## config.mk

```make
export PLATFORM = sky130hd
export DESIGN_NAME = lifo_stack_with_search
export DESIGN_NICKNAME = d
export VERILOG_FILES = /design/src/design/lss_pkg.sv /design/src/design/lss_ram.sv /design/src/design/lss_ctrl.sv /design/src/design/lss_dp.sv /design/src/design/lifo_stack_with_search.sv
export SDC_FILE = /design/constraint.sdc
export NUM_CORES = 1
export LEC_CHECK = 0
export ABC_AREA = 1
export BUFFER_PORTS_ARGS = -buffer_cell sky130_fd_sc_hd__buf_2
export CORE_MARGIN = 2
export CORE_UTILIZATION = 45
export DETAILED_ROUTE_END_ITERATION = 8
export PLACE_DENSITY = 0.63
export SLEW_MARGIN = 20
export SYNTH_ARGS = -nofsm -noshare
export SYNTH_HDL_FRONTEND = slang
export SYNTH_SLANG_ARGS = --single-unit
```

## constraint.sdc

```tcl
create_clock -name clk -period 5.2 [get_ports clk]
set_input_delay 0.26 -clock clk [delete_from_list [all_inputs] [get_ports clk]]
set_output_delay 0.26 -clock clk [all_outputs]
set_load 0.01 [all_outputs]
```

## src/design/lss_pkg.sv

```systemverilog
`default_nettype none
// ----------------------------------------------------------------------------
// lss_pkg
// Shared types and constants for the LIFO stack with search.
// ----------------------------------------------------------------------------
package lss_pkg;

  localparam int CMD_W      = 2;
  localparam int VALUE_W    = 32;
  localparam int STATUS_W   = 2;
  localparam int COUNT_W    = 5;
  localparam int OUT_DATA_W = 40;

  typedef enum logic [CMD_W-1:0] {
    CMD_PUSH   = 2'd0,
    CMD_POP    = 2'd1,
    CMD_PEEK   = 2'd2,
    CMD_SEARCH = 2'd3
  } cmd_t;

  typedef enum logic [STATUS_W-1:0] {
    ST_OK    = 2'd0,
    ST_EMPTY = 2'd1,
    ST_FULL  = 2'd2
  } status_t;

  typedef enum logic {
    S_IDLE = 1'b0,
    S_EXEC = 1'b1
  } state_t;

  // controller -> datapath
  typedef struct packed {
    logic load;
    logic advance;
    logic finish;
  } ctl_cmd_t;

  // datapath -> controller
  typedef struct packed {
    cmd_t cmd;
    logic empty;
    logic scan_hit;
    logic scan_last;
  } dp_stat_t;

endpackage : lss_pkg
`default_nettype wire

```

## src/design/lss_ram.sv

```systemverilog
`default_nettype none
// ----------------------------------------------------------------------------
// lss_ram
// Simple dual-port RAM, one write port, one read port with registered data.
// ----------------------------------------------------------------------------
module lss_ram #(
  parameter int WIDTH = 32,
  parameter int DEPTH = 16,
  localparam int AW   = (DEPTH > 1) ? $clog2(DEPTH) : 1
) (
  input  wire logic             clk,
  input  wire logic             we,
  input  wire logic [AW-1:0]    waddr,
  input  wire logic [WIDTH-1:0] wdata,
  input  wire logic [AW-1:0]    raddr,
  output logic      [WIDTH-1:0] rdata
);

  logic [WIDTH-1:0] mem_r [DEPTH];
  logic [WIDTH-1:0] rdata_r;

  always_ff @(posedge clk) begin
    if (we) begin
      mem_r[waddr] <= wdata;
    end
    rdata_r <= mem_r[raddr];
  end

  assign rdata = rdata_r;

endmodule : lss_ram
`default_nettype wire

```

## src/design/lss_ctrl.sv

```systemverilog
`default_nettype none
// ----------------------------------------------------------------------------
// lss_ctrl
// Controller: sequences one transaction at a time and owns the output valid.
// ----------------------------------------------------------------------------
module lss_ctrl
  import lss_pkg::*;
(
  input  wire logic     clk,
  input  wire logic     rst_n,
  input  wire logic     in_tvalid,
  output logic          in_tready,
  output logic          out_tvalid,
  input  wire logic     out_tready,
  input  wire dp_stat_t stat,
  output ctl_cmd_t      ctl
);

  state_t state_r, state_nxt;
  logic   out_valid_r, out_valid_nxt;
  logic   done;
  logic   out_free;

  always_ff @(posedge clk) begin
    if (!rst_n) begin
      state_r     <= S_IDLE;
      out_valid_r <= 1'b0;
    end else begin
      state_r     <= state_nxt;
      out_valid_r <= out_valid_nxt;
    end
  end

  always_comb begin
    state_nxt   = state_r;
    in_tready   = 1'b0;
    ctl         = '0;
    done        = (stat.cmd != CMD_SEARCH) || stat.empty || stat.scan_hit || stat.scan_last;
    out_free    = !out_valid_r || out_tready;
    case (state_r)
      S_IDLE: begin
        in_tready = 1'b1;
        if (in_tvalid) begin
          ctl.load  = 1'b1;
          state_nxt = S_EXEC;
        end
      end
      S_EXEC: begin
        if (done && out_free) begin
          ctl.finish = 1'b1;
          state_nxt  = S_IDLE;
        end else if (!done) begin
          ctl.advance = 1'b1;
        end
      end
      default: begin
        state_nxt = S_IDLE;
      end
    endcase
    out_valid_nxt = ctl.finish ? 1'b1 : (out_tready ? 1'b0 : out_valid_r);
  end

  assign out_tvalid = out_valid_r;

endmodule : lss_ctrl
`default_nettype wire

```

## src/design/lss_dp.sv

```systemverilog
`default_nettype none
// ----------------------------------------------------------------------------
// lss_dp
// Datapath: fill count, entry RAM, scan index, and result registers.
// ----------------------------------------------------------------------------
module lss_dp
  import lss_pkg::*;
#(
  parameter int DEPTH      = 16,
  parameter int DATA_WIDTH = 32
) (
  input  wire logic               clk,
  input  wire logic               rst_n,
  input  wire ctl_cmd_t           ctl,
  input  wire logic [CMD_W-1:0]   in_cmd,
  input  wire logic [VALUE_W-1:0] in_value,
  output dp_stat_t                stat,
  output logic [VALUE_W-1:0]      res_read_value,
  output logic                    res_found,
  output status_t                 res_status,
  output logic [COUNT_W-1:0]      res_count,
  output logic                    res_is_empty
);

  localparam int AW = (DEPTH > 1) ? $clog2(DEPTH) : 1;
  localparam int FW = $clog2(DEPTH + 1);

  logic [FW-1:0]         fill_r, fill_nxt;
  logic [FW-1:0]         fill_m1;
  cmd_t                  cmd_r;
  logic [DATA_WIDTH-1:0] word_r;
  logic [AW-1:0]         idx_r;
  logic [AW-1:0]         top_addr;
  logic [AW-1:0]         raddr;
  logic [DATA_WIDTH-1:0] rdata;
  logic                  empty;
  logic                  full;
  logic                  we;

  logic [VALUE_W-1:0]    read_value_r;
  logic                  found_r;
  status_t               status_r;
  logic [COUNT_W-1:0]    count_r;
  logic                  is_empty_r;
  status_t               status_nxt;

  assign fill_m1  = fill_r - FW'(1);
  assign top_addr = fill_m1[AW-1:0];
  assign empty    = (fill_r == '0);
  assign full     = (fill_r == FW'(DEPTH));
  assign we       = ctl.finish && (cmd_r == CMD_PUSH) && !full;

  always_comb begin
    if (ctl.load) begin
      raddr = (cmd_t'(in_cmd) == CMD_SEARCH) ? '0 : top_addr;
    end else if (cmd_r == CMD_SEARCH) begin
      raddr = ctl.advance ? (idx_r + AW'(1)) : idx_r;
    end else begin
      raddr = top_addr;
    end
  end

  lss_ram #(
    .WIDTH (DATA_WIDTH),
    .DEPTH (DEPTH)
  ) u_ram (
    .clk   (clk),
    .we    (we),
    .waddr (fill_r[AW-1:0]),
    .wdata (word_r),
    .raddr (raddr),
    .rdata (rdata)
  );

  always_comb begin
    stat.cmd       = cmd_r;
    stat.empty     = empty;
    stat.scan_hit  = (rdata == word_r);
    stat.scan_last = (FW'(idx_r) == fill_m1);
  end

  always_comb begin
    fill_nxt   = fill_r;
    status_nxt = ST_OK;
    case (cmd_r)
      CMD_PUSH: begin
        if (full) begin
          status_nxt = ST_FULL;
        end else begin
          fill_nxt = fill_r + FW'(1);
        end
      end
      CMD_POP: begin
        if (empty) begin
          status_nxt = ST_EMPTY;
        end else begin
          fill_nxt = fill_m1;
        end
      end
      CMD_PEEK: begin
        if (empty) begin
          status_nxt = ST_EMPTY;
        end
      end
      default: begin
        status_nxt = ST_OK;
      end
    endcase
  end

  always_ff @(posedge clk) begin
    if (!rst_n) begin
      fill_r <= '0;
    end else if (ctl.finish) begin
      fill_r <= fill_nxt;
    end
  end

  always_ff @(posedge clk) begin
    if (ctl.load) begin
      cmd_r  <= cmd_t'(in_cmd);
      word_r <= DATA_WIDTH'(in_value);
      idx_r  <= '0;
    end else if (ctl.advance) begin
      idx_r  <= idx_r + AW'(1);
    end
    if (ctl.finish) begin
      read_value_r <= ((cmd_r == CMD_PEEK) && !empty) ? VALUE_W'(rdata) : '0;
      found_r      <= (cmd_r == CMD_SEARCH) && !empty && (rdata == word_r);
      status_r     <= status_nxt;
      count_r      <= COUNT_W'(fill_nxt);
      is_empty_r   <= (fill_nxt == '0);
    end
  end

  assign res_read_value = read_value_r;
  assign res_found      = found_r;
  assign res_status     = status_r;
  assign res_count      = count_r;
  assign res_is_empty   = is_empty_r;

endmodule : lss_dp
`default_nettype wire

```

## src/design/lifo_stack_with_search.sv

```systemverilog
`default_nettype none
// ----------------------------------------------------------------------------
// lifo_stack_with_search
// LIFO stack of DEPTH words with push, pop, peek and a contains search.
//
// Input stream: in_tuser carries the command (push, pop, peek, search),
// in_tdata the word to push or to search for. Every transaction gives
// exactly one result transaction on the output stream: the peeked word,
// the found flag, entry count and empty flag in out_tdata, status in
// out_tuser.
// Push, pop and peek pass from the idle state through the execute state,
// and a new input is accepted only in the idle state.
// A search walks the held entries through the single RAM read port, one
// entry per cycle from the bottom entry up, and stops at the first match
// or at the last held entry. One transaction is in work at a time.
// The result register lets the next input be accepted while a result
// waits; a finished result stalls in the controller until the register
// frees. Reset clears the entry count; the stack is empty after reset.
// ----------------------------------------------------------------------------
module lifo_stack_with_search
  import lss_pkg::*;
#(
  parameter int DEPTH      = 16,
  parameter int DATA_WIDTH = 32
) (
  input  wire logic                  clk,
  input  wire logic                  rst_n,
  input  wire logic                  in_tvalid,
  output logic                       in_tready,
  input  wire logic [VALUE_W-1:0]    in_tdata,   // value[31:0]
  input  wire logic [CMD_W-1:0]      in_tuser,   // cmd[1:0]
  output logic                       out_tvalid,
  input  wire logic                  out_tready,
  output logic [OUT_DATA_W-1:0]      out_tdata,  // read_value, found, count, is_empty, pad
  output logic [STATUS_W-1:0]        out_tuser   // status[1:0]
);

  ctl_cmd_t           ctl;
  dp_stat_t           stat;
  logic [VALUE_W-1:0] res_read_value;
  logic               res_found;
  status_t            res_status;
  logic [COUNT_W-1:0] res_count;
  logic               res_is_empty;

  lss_ctrl u_ctrl (
    .clk        (clk),
    .rst_n      (rst_n),
    .in_tvalid  (in_tvalid),
    .in_tready  (in_tready),
    .out_tvalid (out_tvalid),
    .out_tready (out_tready),
    .stat       (stat),
    .ctl        (ctl)
  );

  lss_dp #(
    .DEPTH      (DEPTH),
    .DATA_WIDTH (DATA_WIDTH)
  ) u_dp (
    .clk            (clk),
    .rst_n          (rst_n),
    .ctl            (ctl),
    .in_cmd         (in_tuser),
    .in_value       (in_tdata),
    .stat           (stat),
    .res_read_value (res_read_value),
    .res_found      (res_found),
    .res_status     (res_status),
    .res_count      (res_count),
    .res_is_empty   (res_is_empty)
  );

  assign out_tdata = {1'b0, res_is_empty, res_count, res_found, res_read_value};
  assign out_tuser = res_status;

endmodule : lifo_stack_with_search
`default_nettype wire
```

==> Yosys cells after proc, flatten, opt, wreduce, memory -nomap -nowiden <==
Memory sizes are Yosys's and may differ from the RTL's. A register that Yosys moved wholly into a read port is not among the register bits.
Index checks and enable logic that the tools add are counted.
{ "totals": {"register_bits": 86, "latch_bits": 0, "ram_bits": 512, "mem_bits_ro": 0, "input_bits": 38, "out_inout_bits": 44, "wordCells": 65, "mem_count": 1} }
{ "mem_list": {"columns": ["name", "words", "word_bits", "read_ports", "rd_clocked_by_memory_dff", "write_ports", "line", "source"], "rows": [
  ["u_dp.u_ram.mem_r", 16, 32, 1, 1, 1, "lss_ram.sv:19", "logic [WIDTH-1:0] mem_r [DEPTH];"]
]} }
{ "classes": {"addsub": 3, "mul": 0, "div": 0, "magnitude_cmp": 0, "eq_ne": 8, "n_shift": 0, "mux": 23, "bitwise": 1, "n_reduce_logical": 18} }
{ "op_table": {"columns": ["operator", "count"], "rows": [
  ["$eq A32 B32 Y1", 1],
  ["$mux W4", 4],
  ["$mux W1", 12],
  ["$logic_not A5 Y1", 2],
  ["$mux W5", 2],
  ["$pmux W5 S2", 1],
  ["$eq A2 B2 Y1 const B", 3],
  ["$logic_and A1 B1 Y1", 6],
  ["$add A5 B1 Y5 const B", 1],
  ["$eq A4 B5 Y1", 1],
  ["$eq A5 B5 Y1 const B", 1],
  ["$sub A5 B1 Y5 const B", 1],
  ["$add A4 B1 Y4 const B", 1],
  ["$logic_or A1 B1 Y1", 4],
  ["$mux W2", 2],
  ["$pmux W2 S2", 1],
  ["$logic_not A1 Y1", 3],
  ["$eq A2 B1 Y1 const B", 1],
  ["$logic_not A2 Y1", 1],
  ["$ne A2 B2 Y1 const B", 1],
  ["$pmux W1 S2", 1],
  ["$reduce_bool A2 Y1", 1],
  ["$reduce_or A2 Y1", 1],
  ["$not A1 Y1", 1]
]} }

==> Longest topological paths before layout <==
{ "depth": {"depth_word": 11, "ltp_mapped": 25, "ltp_nobuf": 23} }

==> By module <==
From an unflattened synthesis, not the netlist that was laid out.
{ "hier_totals": {"cells_unflattened": 2506, "hier_area_um2": 26751.9} }
{ "modules_own_cells": {"columns": ["mod", "instances", "cells_each", "area_per_inst_um2", "seq_area_each_um2"], "rows": [
  ["lss_ram", 1, 2120, 22730.6, 16015.4],
  ["lss_dp", 1, 362, 3862.5, 2432.3],
  ["lss_ctrl", 1, 20, 132.6, 40.0],
  ["lifo_stack_with_search", 1, 4, 26.3, 0.0]
]} }

==> Worst setup path after synthesis <==
No wires, ideal clock.
{ "synth_path": {"path_type": "reg-to-reg", "start": "register u_dp.fill_r[0]", "end": "memory u_dp.u_ram.mem_r[3][0], enable pin", "arrival_time_ns": 3.985, "t_required_ns": 4.739, "slack_ns": 0.754, "stages_incl_launch_ff": 13, "path_buffers": 0, "synth_period_minus_slack_ns": 4.446, "path_cell_list": "dfxtp_1 inv_2 ha_1 xnor2_1 a21oi_1 nand2_1 nor2_2 nand2_2 nand2_1 nand3_1 nor2_1 inv_1 nor3_1"} }
{ "synth_between": {"elab_chain_cells": 11, "elab_cells_between_ends": 15, "cone_classes": "add/sub (1); eq/ne (2); mux (4); reduce/logical (8)"} }
{ "synth_lines": {"columns": ["item", "line", "source"], "rows": [
  ["from (decl)", "lss_dp.sv:28", "logic [FW-1:0] fill_r, fill_nxt;"],
  ["from (signal assigned)", "lss_dp.sv:115", "fill_r <= fill_nxt;"],
  ["branches (longest 11 deep; another with $sub A5 B1 Y5)", null, null],
  ["to (decl)", "lss_ram.sv:19", null]
]} }
Parallel ways; which one is timed is not known.

==> Worst setup path in the final report <==
{ "layout_path": {"start": "register u_dp.word_r[16]", "end": "memory u_dp.u_ram.mem_r[14][9], enable pin"} }
{ "layout_between": {"elab_chain_cells": 10} }
{ "layout_lines": {"columns": ["item", "line", "source"], "rows": [
  ["from (decl)", "lss_dp.sv:31", "logic [DATA_WIDTH-1:0] word_r;"],
  ["from (signal assigned)", "lss_dp.sv:122", "word_r <= DATA_WIDTH'(in_value);"],
  ["$eq A32 B32 Y1", "lss_dp.sv:78", "stat.scan_hit = (rdata == word_r);"],
  ["$logic_or A1 B1 Y1 (2 in a row)", "lss_ctrl.sv:38", "done = (stat.cmd != CMD_SEARCH) || stat.empty || stat.scan_hit || stat.scan_last;"],
  ["$logic_and A1 B1 Y1", "lss_ctrl.sv:49", "if (done && out_free) begin"],
  ["$mux W1", "lss_ctrl.sv:49", null],
  ["$mux W2", "lss_ctrl.sv:40", "case (state_r)"],
  ["$logic_and A1 B1 Y1 (2 in a row)", "lss_dp.sv:51", "assign we = ctl.finish && (cmd_r == CMD_PUSH) && !full;"],
  ["$mux W1", "lss_ram.sv:23", "if (we) begin"],
  ["$mux W1 (not written as such)", "lss_ram.sv:24", "mem_r[waddr] <= wdata;"]
]} }
Every way passes these cells.

==> impl_metrics.tcl <==
set metrics [dict create \
    slew_headroom_pct 41.8 \
    post_cts_buffers 0 \
    utilization_pct 51.4 \
    fp.dieW_um 250 \
    syn_to_final_growth_pct 13.6 \
    combPwrFrac_pct 16.8 \
    critPathCaptureType "flop" \
    cpPeakStageDelay_ns 0.70 \
    status "finished, final reports clean" \
    yosysSeqAreaShare_pct 68.1 \
    path_max_fanout 18 \
    postSynthCellCount 2572 \
    fin_crit_ns 4.16 \
    h-tree-depth 3 \
    power.share.clock_pct 36.4 \
    fin_crit_sh_pct 80.0 \
    viasPerCell 5.29 \
    timing_hold_violations_final 0 \
    worstPathCellList "inv_1, nand2_1, nand2_1, nor2_1, nand2_1, nor2_1, nand2_1, nor2_1, nor2_1, nand2_1, nand3_1, nor2_1, nand2_1, nor2_4, buf_4" \
    overflow 0 \
    insertion_delay_ns 0.61 \
    grt_start_max_net_pins 147 \
    hold_path.startpoint "in_tdata[4]" \
    routed_wl_mm 69.9 \
    cp.buffers_inverters 2 \
    grt_use_met2_pct 36.6 \
    grt_pass1_vias 17900 \
    rsz0062_at_grt "false" \
    startpoint_type "flop" \
    p_leak_nw 12.9 \
    critPathTopFamily "simple AND/OR/NAND/NOR gates" \
    timing.rr.end "u_dp.u_ram.mem_r[14][9]" \
    worst-endpoint-arrival_ns 4.46 \
    crit_path_frequent_cell "nand2_1" \
    p_int_w 0.00904 \
    synthArstFlopShare_pct 0 \
    critPathRequiredTime_ns 5.50 \
    synth_edf_count 587 \
    path_class "reg -> reg" \
    placed_area_um2 28300 \
    vdd_drop_max_mv 0.233 \
    synth.net_count 2620 \
    cts_made_buffers 68 \
    use_met3_pct 3.09 \
    ys.flop_type "edfxtp_1" \
    sequentialPowerShare_pct 46.8 \
    yosysWarningCount 0 \
    use_met1_pct 30.7 \
    fin_setup_tns_ns 0 \
    dieArea_um2 62300 \
    track_usage_pct 22.4 \
    hpwl_mm 36.6 \
    design_area_um2 30800 \
    route.detailed.drc 0 \
    numClockSinks 630 \
    cts_tree "built" \
    max_cap_viol_count 0 \
    powerDensity_nw_per_um2 411 \
    cts_resized 0 \
    drive_above_1_share_pct 9.92 \
    dr.pass1.iters 5 \
    netSwitchingFraction_pct 28.6 \
    grt_busiest_layer "met2" \
    slowest_stage "edfxtp_1" \
    layout.nets 2725 \
    core_area_um2 60000 \
    ant_nets 0 \
    setup_viol 0 \
    io_buffers 80 \
    crit_start "u_dp.word_r[16]" \
    clockBufferDepth 3 \
    hold_path_end "u_dp.word_r[4]" \
    start_util_pct 45.2 \
    boundaryPins 82 \
    min_path_cells 2 \
    globalplace.congestion 0.841 \
    num_vias 18600 \
    clock-root-buffer "clkbuf_16" \
    ys_ff_latch 630 \
    maxSlewViolCount 0 \
    reg2reg_depth 15 \
    syn_area_per_cell_um2 10.6 \
    hold_path_class "in -> reg" \
    wire_per_inst_um 19.9 \
    antenna_found_initial 0 \
    dieHeight_um 250 \
    r2r_start "u_dp.word_r[16]" \
    synth_cell_type_count 30 \
    synth_area_um2 27100 \
    tightestPinTransition_ns 0.872 \
    rows 90 \
    netSwitchingPower_w 0.00362 \
    fmax_mhz 240 \
    path_clk_slew_ns 0.06 \
    finClkSkew_ns 0.0174 \
    drt_iter0_drc 1926 \
    reg2reg_setup_slack_ns 1.04 \
    grt_pass1_wl_mm 106 \
]
[layer usage]
metal / vias to the layer above / routed length (um)
met5: - / 0
met4: 0 / 1880
met3: 129 / 4660
met2: 744 / 33300
met1: 8968 / 30100
li1: 8734 / -
[repair_timing]
item	in CTS	in global routing
hold endpoints to repair	41	0
endpoints found under the setup margin	0	0
hold buffers	38	0
[power groups by stage]
| stage | Sequential [W] | Combinational, W | Clock, W |
|---|---|---|---|
| after floorplan | 0.00601 | 0.00149 | 0 |
| after global placement | 0.00602 | 0.00209 | 0 |
| after detailed placement | 0.00603 | 0.00210 | 0 |
| after CTS | 0.00592 | 0.00214 | 0.00468 |
| after global routing | 0.00595 | 0.00237 | 0.00488 |
| final | 0.00592 | 0.00213 | 0.00460 |
[layout by cell type (no fill, tap or decap), types with 3 or more instances in the layout]
cell type / netlist / routed
nand3_1: 582 / 582
xor2_1: 6 / 6
nor3_2: 0 / 3
nand2_1: 702 / 699
buf_12: 0 / 9
inv_2: 5 / 6
nand4_1: 3 / 3
dlygate4sd3_1: 0 / 38
buf_4: 26 / 48
nand2_2: 3 / 4
o21ai_0: 8 / 7
dfxtp_1: 43 / 43
nor2_1: 88 / 74
nor2_4: 0 / 14
clkinv_1: 0 / 8
ha_1: 10 / 10
xnor2_1: 4 / 4
clkbuf_1: 38 / 18
a21oi_1: 10 / 9
o211ai_1: 3 / 3
clkbuf_16: 0 / 71
edfxtp_1: 587 / 587
buf_2: 45 / 80
clkinv_2: 0 / 19
inv_1: 361 / 360
[how the worst max path moves through the flow]
stage | endpoint | slack (ns) | cells after the start
3_3_place_gp | u_dp.u_ram.mem_r[8][19] | 1.08 | 15
6_report | u_dp.u_ram.mem_r[14][9] | 1.04 | 15
2_1_floorplan | u_dp.u_ram.mem_r[3][0] | 0.75 | 12
3_5_place_dp | u_dp.u_ram.mem_r[9][10] | 1.06 | 15
4_1_cts | u_dp.u_ram.mem_r[9][15] | 1.03 | 15
5_1_grt | u_dp.u_ram.rdata[29] | 0.65 | 21
[flip-flops by register name (all words and copies together), names as in the netlist]
register             cells
u_dp.u_ram.mem_r       512
u_dp.res_read_value     32
u_dp.u_ram.rdata        32
u_dp.word_r             32
u_dp.fill_r              5
u_dp.res_count           5
u_dp.idx_r               4
u_dp.cmd_r               2
u_dp.res_status          2
u_ctrl.out_tvalid        1
u_ctrl.state_r           1
u_dp.res_found           1
u_dp.res_is_empty        1
[area by class of cell]
type | instances | area (um2)
Antenna cell | 1 | 2.50
Clock buffer | 91 | 1870
Sequential cell | 630 | 18500
Timing Repair Buffer | 175 | 1320
Multi-Input combinational cell | 1436 | 6550
Fill cell | 5291 | 29200
Clock inverter | 33 | 241
Inverter | 366 | 1370
Tap cell | 782 | 978
[through the flow]
| stage | worst slack (ns) | hold WS [ns] | std cells | power (W) |
|---|---|---|---|---|
| 3_3_place_gp | 1.08 | 0.436 | 3351 | 0.00811 |
| 4_1_cts | 1.03 | 0.334 | 3513 | 0.0127 |
| 5_1_grt | 0.654 | 0.356 | 3513 | 0.0132 |
| 6_report | 1.04 | 0.359 | 3514 | 0.0127 |
| 2_1_floorplan | 0.754 | 0.359 | 2572 | 0.00749 |
| 3_5_place_dp | 1.06 | 0.439 | 3351 | 0.00813 |
[cell families after synthesis]
family,synth area share [%]
AOI/OAI and AO/OA,0.599
adders and majority gates,0.461
other,0.0138
and+or+nand+nor,22.1
DFF,68.1
xor gates and xnor gates,0.323
buffers and inverters,8.42
[cell usage after synthesis (6+ instances only)]
cell | count | share of area [%]
buf_6 | 31 | 1.3
a21oi_1 | 10 | 0.18
ha_1 | 10 | 0.46
buf_2 | 45 | 0.83
nand3_1 | 582 | 11
o21ai_0 | 8 | 0.15
xor2_1 | 6 | 0.19
buf_4 | 26 | 0.72
edfxtp_1 | 587 | 65
nor2_1 | 88 | 1.2
clkbuf_1 | 38 | 0.53
dfxtp_1 | 43 | 3.2
inv_1 | 361 | 5.0
nand2_1 | 702 | 9.7
No activity file was read; power rests on OpenSTA's default activity.
